[src/rtl/sm3_pkg.sv]
// Shared types, constants and helper functions for the SM3 hash engine.
`timescale 1ns / 1ps
package sm3_pkg;

  // Sequencer states
  typedef enum logic [3:0] {
    ST_IDLE,
    ST_PAD,
    ST_ZERO,
    ST_LEN_HI,
    ST_LEN_LO,
    ST_LOAD,
    ST_ROUND,
    ST_UPD,
    ST_ORD,
    ST_OWR
  } sm3_state_t;

  // Control from the sequencer to the round datapath
  typedef struct packed {
    logic       ld_win;   // shift a block word into the schedule window
    logic       ld_wv;    // shift a chaining word into the working variables
    logic       rnd;      // run one compression round
    logic       upd;      // shift the working variables down during write-back
    logic [5:0] rnd_idx;  // round number
  } sm3_rnd_ctl_t;

  localparam int unsigned WordW   = 32;
  localparam int unsigned BlkWrds = 16;
  localparam int unsigned CvWrds  = 8;

  function automatic logic [31:0] rotl32(input logic [31:0] x, input int unsigned n);
    rotl32 = (x << n) | (x >> (32 - n));
  endfunction

  function automatic logic [31:0] p0(input logic [31:0] x);
    p0 = x ^ rotl32(x, 9) ^ rotl32(x, 17);
  endfunction

  function automatic logic [31:0] p1(input logic [31:0] x);
    p1 = x ^ rotl32(x, 15) ^ rotl32(x, 23);
  endfunction

  // Round constant rotated left by the round number modulo 32
  function automatic logic [31:0] t_rot(input logic [5:0] j);
    logic [31:0] t;
    logic [4:0]  n;
    t = (j < 6'd16) ? 32'h79CC4519 : 32'h7A879D8A;
    n = j[4:0];
    if (n == 5'd0) begin
      t_rot = t;
    end else begin
      t_rot = (t << n) | (t >> (6'd32 - {1'b0, n}));
    end
  endfunction

  // Standard initial vector
  function automatic logic [31:0] sm3_iv(input logic [2:0] idx);
    case (idx)
      3'd0:    sm3_iv = 32'h7380166F;
      3'd1:    sm3_iv = 32'h4914B2B9;
      3'd2:    sm3_iv = 32'h172442D7;
      3'd3:    sm3_iv = 32'hDA8A0600;
      3'd4:    sm3_iv = 32'hA96F30BC;
      3'd5:    sm3_iv = 32'h163138AA;
      3'd6:    sm3_iv = 32'hE38DEE4D;
      default: sm3_iv = 32'hB0FB0E4E;
    endcase
  endfunction

endpackage

[src/rtl/sm3_blk_buf.sv]
// Message block buffer: 16 x 32 synchronous memory, one write and one read port.
`timescale 1ns / 1ps
module sm3_blk_buf
  import sm3_pkg::*;
(
  input  logic        clk,
  input  logic        wr_en,
  input  logic [3:0]  wr_addr,
  input  logic [31:0] wr_data,
  input  logic [3:0]  rd_addr,
  output logic [31:0] rd_data
);

  logic [WordW-1:0] mem [BlkWrds];
  logic [WordW-1:0] rd_data_r;

  // Write port
  always_ff @(posedge clk) begin
    if (wr_en) begin
      mem[wr_addr] <= wr_data;
    end
  end

  // Registered read port
  always_ff @(posedge clk) begin
    rd_data_r <= mem[rd_addr];
  end

  assign rd_data = rd_data_r;

endmodule

[src/rtl/sm3_cv_store.sv]
// Chaining value store: 8 x 32 memory with per-entry valid bits; invalid entries read as the IV.
`timescale 1ns / 1ps
module sm3_cv_store
  import sm3_pkg::*;
(
  input  logic        clk,
  input  logic        rst_n,
  input  logic        clr,
  input  logic        rd_en,
  input  logic [2:0]  rd_addr,
  input  logic        wr_en,
  input  logic [2:0]  wr_addr,
  input  logic [31:0] wr_data,
  output logic [31:0] rd_val
);

  logic [WordW-1:0]  mem [CvWrds];
  logic [CvWrds-1:0] vld_r;
  logic [WordW-1:0]  q_r;
  logic              q_vld_r;
  logic [2:0]        q_addr_r;

  // Valid bits: cleared on reset and at the end of each message
  always_ff @(posedge clk) begin
    if (!rst_n || clr) begin
      vld_r <= '0;
    end else if (wr_en) begin
      vld_r[wr_addr] <= 1'b1;
    end
  end

  // Storage
  always_ff @(posedge clk) begin
    if (wr_en) begin
      mem[wr_addr] <= wr_data;
    end
  end

  // Registered read, with the valid flag and address kept for the IV fallback
  always_ff @(posedge clk) begin
    if (rd_en) begin
      q_r      <= mem[rd_addr];
      q_vld_r  <= vld_r[rd_addr];
      q_addr_r <= rd_addr;
    end
  end

  assign rd_val = q_vld_r ? q_r : sm3_iv(q_addr_r);

endmodule

[src/rtl/sm3_round.sv]
// Compression datapath: 16-word schedule window, working variables and the round function.
`timescale 1ns / 1ps
module sm3_round
  import sm3_pkg::*;
(
  input  logic         clk,
  input  sm3_rnd_ctl_t ctl,
  input  logic [31:0]  blk_word,
  input  logic [31:0]  cv_word,
  output logic [31:0]  wv_head
);

  logic [WordW-1:0] win_r [BlkWrds];
  logic [WordW-1:0] wv_r  [CvWrds];
  logic [WordW-1:0] w_new;
  logic [WordW-1:0] a12, ss1, ss2, ff, gg, tt1, tt2;

  // Message expansion: next schedule word from the window taps
  assign w_new = p1(win_r[0] ^ win_r[7] ^ rotl32(win_r[13], 15))
               ^ rotl32(win_r[3], 7) ^ win_r[10];

  // Round function
  always_comb begin
    a12 = rotl32(wv_r[0], 12);
    ss1 = rotl32(a12 + wv_r[4] + t_rot(ctl.rnd_idx), 7);
    ss2 = ss1 ^ a12;
    if (ctl.rnd_idx < 6'd16) begin
      ff = wv_r[0] ^ wv_r[1] ^ wv_r[2];
      gg = wv_r[4] ^ wv_r[5] ^ wv_r[6];
    end else begin
      ff = (wv_r[0] & wv_r[1]) | (wv_r[0] & wv_r[2]) | (wv_r[1] & wv_r[2]);
      gg = (wv_r[4] & wv_r[5]) | (~wv_r[4] & wv_r[6]);
    end
    tt1 = ff + wv_r[3] + ss2 + (win_r[0] ^ win_r[4]);
    tt2 = gg + wv_r[7] + ss1 + win_r[0];
  end

  // Schedule window
  always_ff @(posedge clk) begin
    if (ctl.ld_win || ctl.rnd) begin
      for (int i = 0; i < BlkWrds - 1; i++) begin
        win_r[i] <= win_r[i+1];
      end
      win_r[BlkWrds-1] <= ctl.ld_win ? blk_word : w_new;
    end
  end

  // Working variables
  always_ff @(posedge clk) begin
    if (ctl.rnd) begin
      wv_r[0] <= tt1;
      wv_r[1] <= wv_r[0];
      wv_r[2] <= rotl32(wv_r[1], 9);
      wv_r[3] <= wv_r[2];
      wv_r[4] <= p0(tt2);
      wv_r[5] <= wv_r[4];
      wv_r[6] <= rotl32(wv_r[5], 19);
      wv_r[7] <= wv_r[6];
    end else if (ctl.ld_wv || ctl.upd) begin
      for (int i = 0; i < CvWrds - 1; i++) begin
        wv_r[i] <= wv_r[i+1];
      end
      wv_r[CvWrds-1] <= cv_word;
    end
  end

  assign wv_head = wv_r[0];

endmodule

[src/rtl/sm3_hash_engine.sv]
// Top level of the SM3 hash engine: input packing, padding and compression sequencer.
// A word that does not complete a block is only packed and written; a block completion adds
//   a load of the schedule window and working variables, 64 rounds and a chaining update.
// Throughput: one message word per cycle while filling; input is held off while a block is compressed.
// A final word adds padding writes, one or two compressions, then a read and an output write per digest word.
// Reset (synchronous, rst_n low): chaining value back to the IV, length and fill cleared.
`timescale 1ns / 1ps
module sm3_hash_engine
  import sm3_pkg::*;
#(
  parameter int LENGTH_BITS = 64
) (
  input  logic        clk,
  input  logic        rst_n,
  input  logic        in_tvalid,
  output logic        in_tready,
  input  logic [39:0] in_tdata,   // [31:0] data_word, [34:32] byte_count, [39:35] zero
  input  logic        in_tlast,   // final_word
  output logic        out_tvalid,
  input  logic        out_tready,
  output logic [39:0] out_tdata,  // [31:0] digest_word, [34:32] word_index, [39:35] zero
  output logic        out_tlast   // last_word
);

  sm3_state_t       state_r, state_nxt, ret_r, ret_nxt;
  logic [6:0]       seq_r, seq_nxt;
  logic [3:0]       wi_r, wi_nxt;
  logic [31:0]      acc_r, acc_nxt;
  logic [1:0]       acc_cnt_r, acc_cnt_nxt;
  logic [LENGTH_BITS-1:0] bit_len_r, bit_len_nxt;

  logic [31:0]      out_data_r;
  logic [2:0]       out_idx_r;
  logic             out_last_r, out_vld_r;
  logic             out_load;

  logic             in_fire;
  logic [2:0]       cnt;
  logic [31:0]      dmask;
  logic [63:0]      comb;
  logic [2:0]       total;
  logic [63:0]      len64;

  logic             blk_wr_en;
  logic [31:0]      blk_wr_data;
  logic [3:0]       blk_rd_addr;
  logic [31:0]      blk_rd_data;
  logic             cv_rd_en, cv_wr_en, cv_clr;
  logic [2:0]       cv_rd_addr, cv_wr_addr;
  logic [31:0]      cv_wr_data, cv_val;
  logic [31:0]      wv_head;
  sm3_rnd_ctl_t     rctl;
  logic             slot_free;

  assign in_fire   = in_tvalid && in_tready;
  assign slot_free = !out_vld_r || out_tready;
  assign len64     = 64'(bit_len_r);

  // Byte packing: merge the held partial word with the new valid bytes
  always_comb begin
    cnt = (in_tdata[34:32] > 3'd4) ? 3'd4 : in_tdata[34:32];
    case (cnt)
      3'd0:    dmask = 32'h0000_0000;
      3'd1:    dmask = 32'hFF00_0000;
      3'd2:    dmask = 32'hFFFF_0000;
      3'd3:    dmask = 32'hFFFF_FF00;
      default: dmask = 32'hFFFF_FFFF;
    endcase
    comb  = {acc_r, 32'h0} | ({in_tdata[31:0] & dmask, 32'h0} >> {acc_cnt_r, 3'b000});
    total = {1'b0, acc_cnt_r} + cnt;
  end

  // Next state and counters
  always_comb begin
    state_nxt   = state_r;
    ret_nxt     = ret_r;
    seq_nxt     = seq_r;
    wi_nxt      = wi_r;
    acc_nxt     = acc_r;
    acc_cnt_nxt = acc_cnt_r;
    bit_len_nxt = bit_len_r;
    case (state_r)
      ST_IDLE: begin
        if (in_fire) begin
          bit_len_nxt = bit_len_r + LENGTH_BITS'({cnt, 3'b000});
          acc_cnt_nxt = total[1:0];
          acc_nxt     = total[2] ? comb[31:0] : comb[63:32];
          if (total[2]) begin
            wi_nxt = wi_r + 4'd1;
          end
          if (total[2] && wi_r == 4'd15) begin
            state_nxt = ST_LOAD;
            seq_nxt   = '0;
            ret_nxt   = in_tlast ? ST_PAD : ST_IDLE;
          end else if (in_tlast) begin
            state_nxt = ST_PAD;
          end
        end
      end
      ST_PAD: begin
        wi_nxt      = wi_r + 4'd1;
        acc_nxt     = '0;
        acc_cnt_nxt = '0;
        if (wi_r == 4'd15) begin
          state_nxt = ST_LOAD;
          seq_nxt   = '0;
          ret_nxt   = ST_ZERO;
        end else begin
          state_nxt = ST_ZERO;
        end
      end
      ST_ZERO: begin
        if (wi_r == 4'd14) begin
          state_nxt = ST_LEN_HI;
        end else begin
          wi_nxt = wi_r + 4'd1;
          if (wi_r == 4'd15) begin
            state_nxt = ST_LOAD;
            seq_nxt   = '0;
            ret_nxt   = ST_ZERO;
          end
        end
      end
      ST_LEN_HI: begin
        wi_nxt    = wi_r + 4'd1;
        state_nxt = ST_LEN_LO;
      end
      ST_LEN_LO: begin
        wi_nxt    = wi_r + 4'd1;
        state_nxt = ST_LOAD;
        seq_nxt   = '0;
        ret_nxt   = ST_ORD;
      end
      ST_LOAD: begin
        if (seq_r == 7'd16) begin
          state_nxt = ST_ROUND;
          seq_nxt   = '0;
        end else begin
          seq_nxt = seq_r + 7'd1;
        end
      end
      ST_ROUND: begin
        if (seq_r == 7'd63) begin
          state_nxt = ST_UPD;
          seq_nxt   = '0;
        end else begin
          seq_nxt = seq_r + 7'd1;
        end
      end
      ST_UPD: begin
        if (seq_r == 7'd8) begin
          state_nxt = ret_r;
          seq_nxt   = '0;
        end else begin
          seq_nxt = seq_r + 7'd1;
        end
      end
      ST_ORD: begin
        state_nxt = ST_OWR;
      end
      ST_OWR: begin
        if (slot_free) begin
          if (seq_r[2:0] == 3'd7) begin
            state_nxt   = ST_IDLE;
            seq_nxt     = '0;
            bit_len_nxt = '0;
          end else begin
            state_nxt = ST_ORD;
            seq_nxt   = seq_r + 7'd1;
          end
        end
      end
      default: begin
        state_nxt = ST_IDLE;
      end
    endcase
  end

  // Memory strobes and datapath control
  always_comb begin
    in_tready   = 1'b0;
    blk_wr_en   = 1'b0;
    blk_wr_data = '0;
    blk_rd_addr = seq_r[3:0];
    cv_rd_en    = 1'b0;
    cv_rd_addr  = seq_r[2:0];
    cv_wr_en    = 1'b0;
    cv_wr_addr  = 3'(seq_r - 7'd1);
    cv_wr_data  = cv_val ^ wv_head;
    cv_clr      = 1'b0;
    out_load    = 1'b0;
    rctl        = '{ld_win: 1'b0, ld_wv: 1'b0, rnd: 1'b0, upd: 1'b0, rnd_idx: seq_r[5:0]};
    case (state_r)
      ST_IDLE: begin
        in_tready   = 1'b1;
        blk_wr_en   = in_fire && total[2];
        blk_wr_data = comb[63:32];
      end
      ST_PAD: begin
        blk_wr_en   = 1'b1;
        blk_wr_data = acc_r | (32'h0000_0080 << (5'd24 - {acc_cnt_r, 3'b000}));
      end
      ST_ZERO: begin
        blk_wr_en = (wi_r != 4'd14);
      end
      ST_LEN_HI: begin
        blk_wr_en   = 1'b1;
        blk_wr_data = len64[63:32];
      end
      ST_LEN_LO: begin
        blk_wr_en   = 1'b1;
        blk_wr_data = len64[31:0];
      end
      ST_LOAD: begin
        cv_rd_en    = (seq_r < 7'd8);
        rctl.ld_win = (seq_r != 7'd0);
        rctl.ld_wv  = (seq_r != 7'd0) && (seq_r <= 7'd8);
      end
      ST_ROUND: begin
        rctl.rnd = 1'b1;
      end
      ST_UPD: begin
        cv_rd_en = (seq_r < 7'd8);
        cv_wr_en = (seq_r != 7'd0);
        rctl.upd = (seq_r != 7'd0);
      end
      ST_ORD: begin
        cv_rd_en = 1'b1;
      end
      ST_OWR: begin
        out_load = slot_free;
        cv_clr   = slot_free && (seq_r[2:0] == 3'd7);
      end
      default: begin
        in_tready = 1'b0;
      end
    endcase
  end

  // Control registers
  always_ff @(posedge clk) begin
    if (!rst_n) begin
      state_r   <= ST_IDLE;
      ret_r     <= ST_IDLE;
      seq_r     <= '0;
      wi_r      <= '0;
      acc_r     <= '0;
      acc_cnt_r <= '0;
      bit_len_r <= '0;
    end else begin
      state_r   <= state_nxt;
      ret_r     <= ret_nxt;
      seq_r     <= seq_nxt;
      wi_r      <= wi_nxt;
      acc_r     <= acc_nxt;
      acc_cnt_r <= acc_cnt_nxt;
      bit_len_r <= bit_len_nxt;
    end
  end

  // Output register
  always_ff @(posedge clk) begin
    if (!rst_n) begin
      out_vld_r <= 1'b0;
    end else if (out_load) begin
      out_vld_r <= 1'b1;
    end else if (out_tready) begin
      out_vld_r <= 1'b0;
    end
  end

  always_ff @(posedge clk) begin
    if (out_load) begin
      out_data_r <= cv_val;
      out_idx_r  <= seq_r[2:0];
      out_last_r <= (seq_r[2:0] == 3'd7);
    end
  end

  assign out_tvalid = out_vld_r;
  assign out_tdata  = {5'b0, out_idx_r, out_data_r};
  assign out_tlast  = out_last_r;

  sm3_blk_buf u_blk_buf (
    .clk     (clk),
    .wr_en   (blk_wr_en),
    .wr_addr (wi_r),
    .wr_data (blk_wr_data),
    .rd_addr (blk_rd_addr),
    .rd_data (blk_rd_data)
  );

  sm3_cv_store u_cv_store (
    .clk     (clk),
    .rst_n   (rst_n),
    .clr     (cv_clr),
    .rd_en   (cv_rd_en),
    .rd_addr (cv_rd_addr),
    .wr_en   (cv_wr_en),
    .wr_addr (cv_wr_addr),
    .wr_data (cv_wr_data),
    .rd_val  (cv_val)
  );

  sm3_round u_round (
    .clk      (clk),
    .ctl      (rctl),
    .blk_word (blk_rd_data),
    .cv_word  (cv_val),
    .wv_head  (wv_head)
  );

`ifndef SYNTHESIS
  // Rounds advance one per cycle
  a_round_step: assert property (@(posedge clk) disable iff (!rst_n)
    (state_r == ST_ROUND && seq_r != 7'd63) |=> (seq_r == $past(seq_r) + 7'd1))
    else $error("round counter skipped");

  // Block buffer is not written while a compression is running
  a_no_blk_wr: assert property (@(posedge clk) disable iff (!rst_n)
    (state_r == ST_LOAD || state_r == ST_ROUND || state_r == ST_UPD) |-> !blk_wr_en)
    else $error("block buffer written during compression");

  // No input taken while a compression or digest is in progress
  a_no_accept_busy: assert property (@(posedge clk) disable iff (!rst_n)
    (state_r != ST_IDLE) |-> !in_tready)
    else $error("input accepted while busy");

  // Loading the last digest word clears the chaining valids and returns to idle
  a_digest_end: assert property (@(posedge clk) disable iff (!rst_n)
    (out_load && seq_r[2:0] == 3'd7) |=> (state_r == ST_IDLE && out_tlast))
    else $error("digest did not close cleanly");
`endif

endmodule
[config.mk]
export PLATFORM = sky130hd
export DESIGN_NAME = sm3_hash_engine
export DESIGN_NICKNAME = d
export VERILOG_FILES = /design/src/rtl/sm3_pkg.sv /design/src/rtl/sm3_blk_buf.sv /design/src/rtl/sm3_cv_store.sv /design/src/rtl/sm3_round.sv /design/src/rtl/sm3_hash_engine.sv
export SDC_FILE = /design/constraint.sdc
export NUM_CORES = 2
export LEC_CHECK = 0
export ABC_CLOCK_PERIOD_IN_PS = 51100
export BUFFER_PORTS_ARGS = -buffer_cell sky130_fd_sc_hd__buf_4
export CAP_MARGIN = 5
export CORE_MARGIN = 3
export CORE_UTILIZATION = 35
export CTS_CLUSTER_DIAMETER = 60
export DETAILED_ROUTE_END_ITERATION = 16
export GPL_ROUTABILITY_DRIVEN = 0
export PLACE_DENSITY = 0.5
export SETUP_SLACK_MARGIN = 0.05
export SYNTH_ARGS = -nofsm -noshare
export SYNTH_HDL_FRONTEND = slang
export SYNTH_SLANG_ARGS = --single-unit
[constraint.sdc]
create_clock -name clk -period 51.1 [get_ports clk]
set_input_delay 10.22 -clock clk [delete_from_list [all_inputs] [get_ports clk]]
set_output_delay 10.22 -clock clk [all_outputs]
set_load 0.02 [all_outputs]
==> impl_metrics.toml <==
[clock_network]
cts_buffer_depth = 3
hold_buffers = 0
htreeDepth = 4
cts_resized = 0
cts_buffers = 194
root_buffer = "clkbuf_16"
cts_sinks = 1762
cts_tree = "built"
cts_setup_buffers = 0
clk_pin_slew_ps = 60
insertion_delay_ps = 860

[worst_setup_path]
crit_arrival_ps = 13650
cp-start-kind = "input port"
end_kind = "register"
crit_slowest_cell = "fa_1"
path_cells = "buf_4, nor2b_1, fa_1, xor2_2, nand2_1, o21ai_1, nand2_1, nor2_4, buf_4"
cp_max_fo = 29
path_class = "input port to register"
worstPathRequired_ps = 51580
critPathMaxStageDelay_ps = 640

[placement]
placed_cells = 9097
dp_hpwl_um = 160000
portBuffers = 77
post-place-ws_ps = 37070
placed_cell_area_um2 = 86600

[yosys]
synthArstFlopShare_pct = 0
synth_edf_count = 1608
syn_area_um2 = 82000
yosysSeqAreaShare_pct = 62.6
synth_warnings = 0
syn_avg_cell_area_um2 = 13.5
synth-main-ff-cell = "edfxtp_1"
syn_inst = 6059
ys_ff_latch = 1762
synth.distinct_cells = 96

[grt]
antenna_found_initial = 11
gr-total-overflow = 0
first_global_vias = 47800
grt_pass1_wl_um = 341000
grt_max_degree = 199
grt_use_total_pct = 19.4

[power_and_ir_drop]
p_total_mw = 7.07
p_leak_nw = 31.9
swShare_pct = 41.9
p_int_mw = 4.11
pwr-share-comb_pct = 51.7
p_seq_share_pct = 28.5
p_clk_share_pct = 19.8
powerDensity_nw_per_um2 = 76.0
vdd_drop_max_mv = 0.136
netSwitchingPower_mw = 2.96

[timing]
setup_viol = 0
hold_ws_ps = 379
rsz0062_at_grt = "no"
clock_skew_ps = 61.8
tightest_slew_ps = 1290
period_minus_slack_ps = 13170
setup_tns_ps = 0
fin_ws_ps = 37930
hold_violations = 0
clock.fmax_mhz = 75.9
drv_slew = 0
period_share_pct = 25.8
max-slew-margin-rel_pct = 13.4

[route]
dr.pass1.iters = 7
ant_nets = 0
vias = 49400
drt_iter0_drc = 4871
wl_per_cell_um = 25.1
viasPerCell = 5.22
remaining_drc_errors = 0
routed_wl_um = 238000

[finish]
fin_nets = 6508
fin_util_pct = 40.0
fin_cells = 9460
nFillCells = 21900
mostFrequentLayoutCells = "edfxtp_1, nand2_1, nor2_1"
drive_gt1_share_pct = 12.8
final_common_cell = "edfxtp_1"
area_growth_pct = 13.5
stdcell_area_um2 = 93100

[floorplanning]
die_area_um2 = 240000
start_util_pct = 35.2
coreArea_um2 = 233000
chipWidth_um = 490
die_y_um = 490
std_cell_rows = 177
pin_count = 88

[flow_run]
max-cap-violations = 0

[hold_path]
hp-class = "register to register"

[outcome]
status = "completed"
## area by class of cell
| type | count | area, um2 | area share (%) |
|---|---|---|---|
| timing repair buffer | 187 | 1490 | 1.60 |
| clock buffer | 249 | 5240 | 5.63 |
| clock inverter | 110 | 1210 | 1.30 |
| tap | 3132 | 3920 | 4.21 |
| inverter | 312 | 1170 | 1.26 |
| sequential | 1762 | 51400 | 55.2 |
| antenna | 3 | 7.51 | 0.00806 |
| multi-input combinational | 3705 | 28700 | 30.8 |
## final timing paths
path / startpoint / end / slack (ps) / depth (start not counted)
setup reg to reg: seq_r[0] / u_round.wv_r[0][31] / 39410 / 33
hold / removal: u_round.win_r[1][29] / u_round.win_r[0][29] / 380 / 0
setup / recovery: in_tdata[34] / u_blk_buf.mem[13][15] / 37930 / 9
hold reg to reg: u_round.win_r[1][29] / u_round.win_r[0][29] / 380 / 0
## metal layers
metal / GRT usage (%) / up-vias / share of wire, %
met3: 2.60 / 299 / 5.7
met2: 30.2 / 1639 / 46
met1: 27.9 / 25200 / 45
met5: 0 / - / 0
met4: 6.84 / 0 / 3.6
li1: - / 22200 / -
## cell families (layout without fill, tap and decap cells)
kind of cell,count (synthesis),after routing,share of synthesized area (%)
DFF,1762,1762,62.6
and+or+nand+nor,1595,1595,8.18
AOI/OAI and AO/OA,974,974,7.26
buffers and inverters,596,858,2.77
xor gates and xnor gates,542,542,5.85
adders and majority gates,302,302,6.34
muxes,287,287,6.98
other,1,8,0.00457
## critical path, delay by kind of cell
family	cells	cell delay [ps]
buffers and inverters	2	770
xor gates and xnor gates	1	180
adders and majority gates	1	640
and+or+nand+nor	4	1300
AOI/OAI and AO/OA	1	500
## flip-flops by register name (all words and copies together), names as in the netlist, 32 cells and up
signal and cells:
u_cv_store.q_r 32, out_data_r 32, u_blk_buf.mem 512, u_round.win_r 512, acc_r 32, u_cv_store.mem 256
bit_len_r 61, u_round.wv_r 256, u_blk_buf.rd_data 32
## cells in the mapped netlist (43+ instances only)
cell	number	area share (%)
a21o_1	49	0.45
a21oi_1	242	1.5
a31oi_1	60	0.46
buf_1	59	0.27
clkbuf_1	210	0.96
dfxtp_1	154	3.8
edfxtp_1	1608	59
fa_1	190	4.6
ha_1	111	1.7
inv_1	309	1.4
mux2i_1	43	0.52
mux4_2	226	6.2
nand2_1	881	4.0
nand3_1	78	0.48
nor2_1	392	1.8
nor3_1	57	0.35
o21ai_0	359	2.2
xnor2_1	347	3.7
xor2_1	189	2.0
## power groups by stage
stage / Sequential (mW) / Combinational, mW / Clock (mW)
finish: 2.01 / 3.66 / 1.40
global route: 2.02 / 3.96 / 1.50
CTS: 2.02 / 3.64 / 1.44
detailed placement: 2.04 / 3.61 / 0
global placement: 2.04 / 3.60 / 0
floorplan: 2.05 / 2.50 / 0
Power figures use the tool's default switching activity.
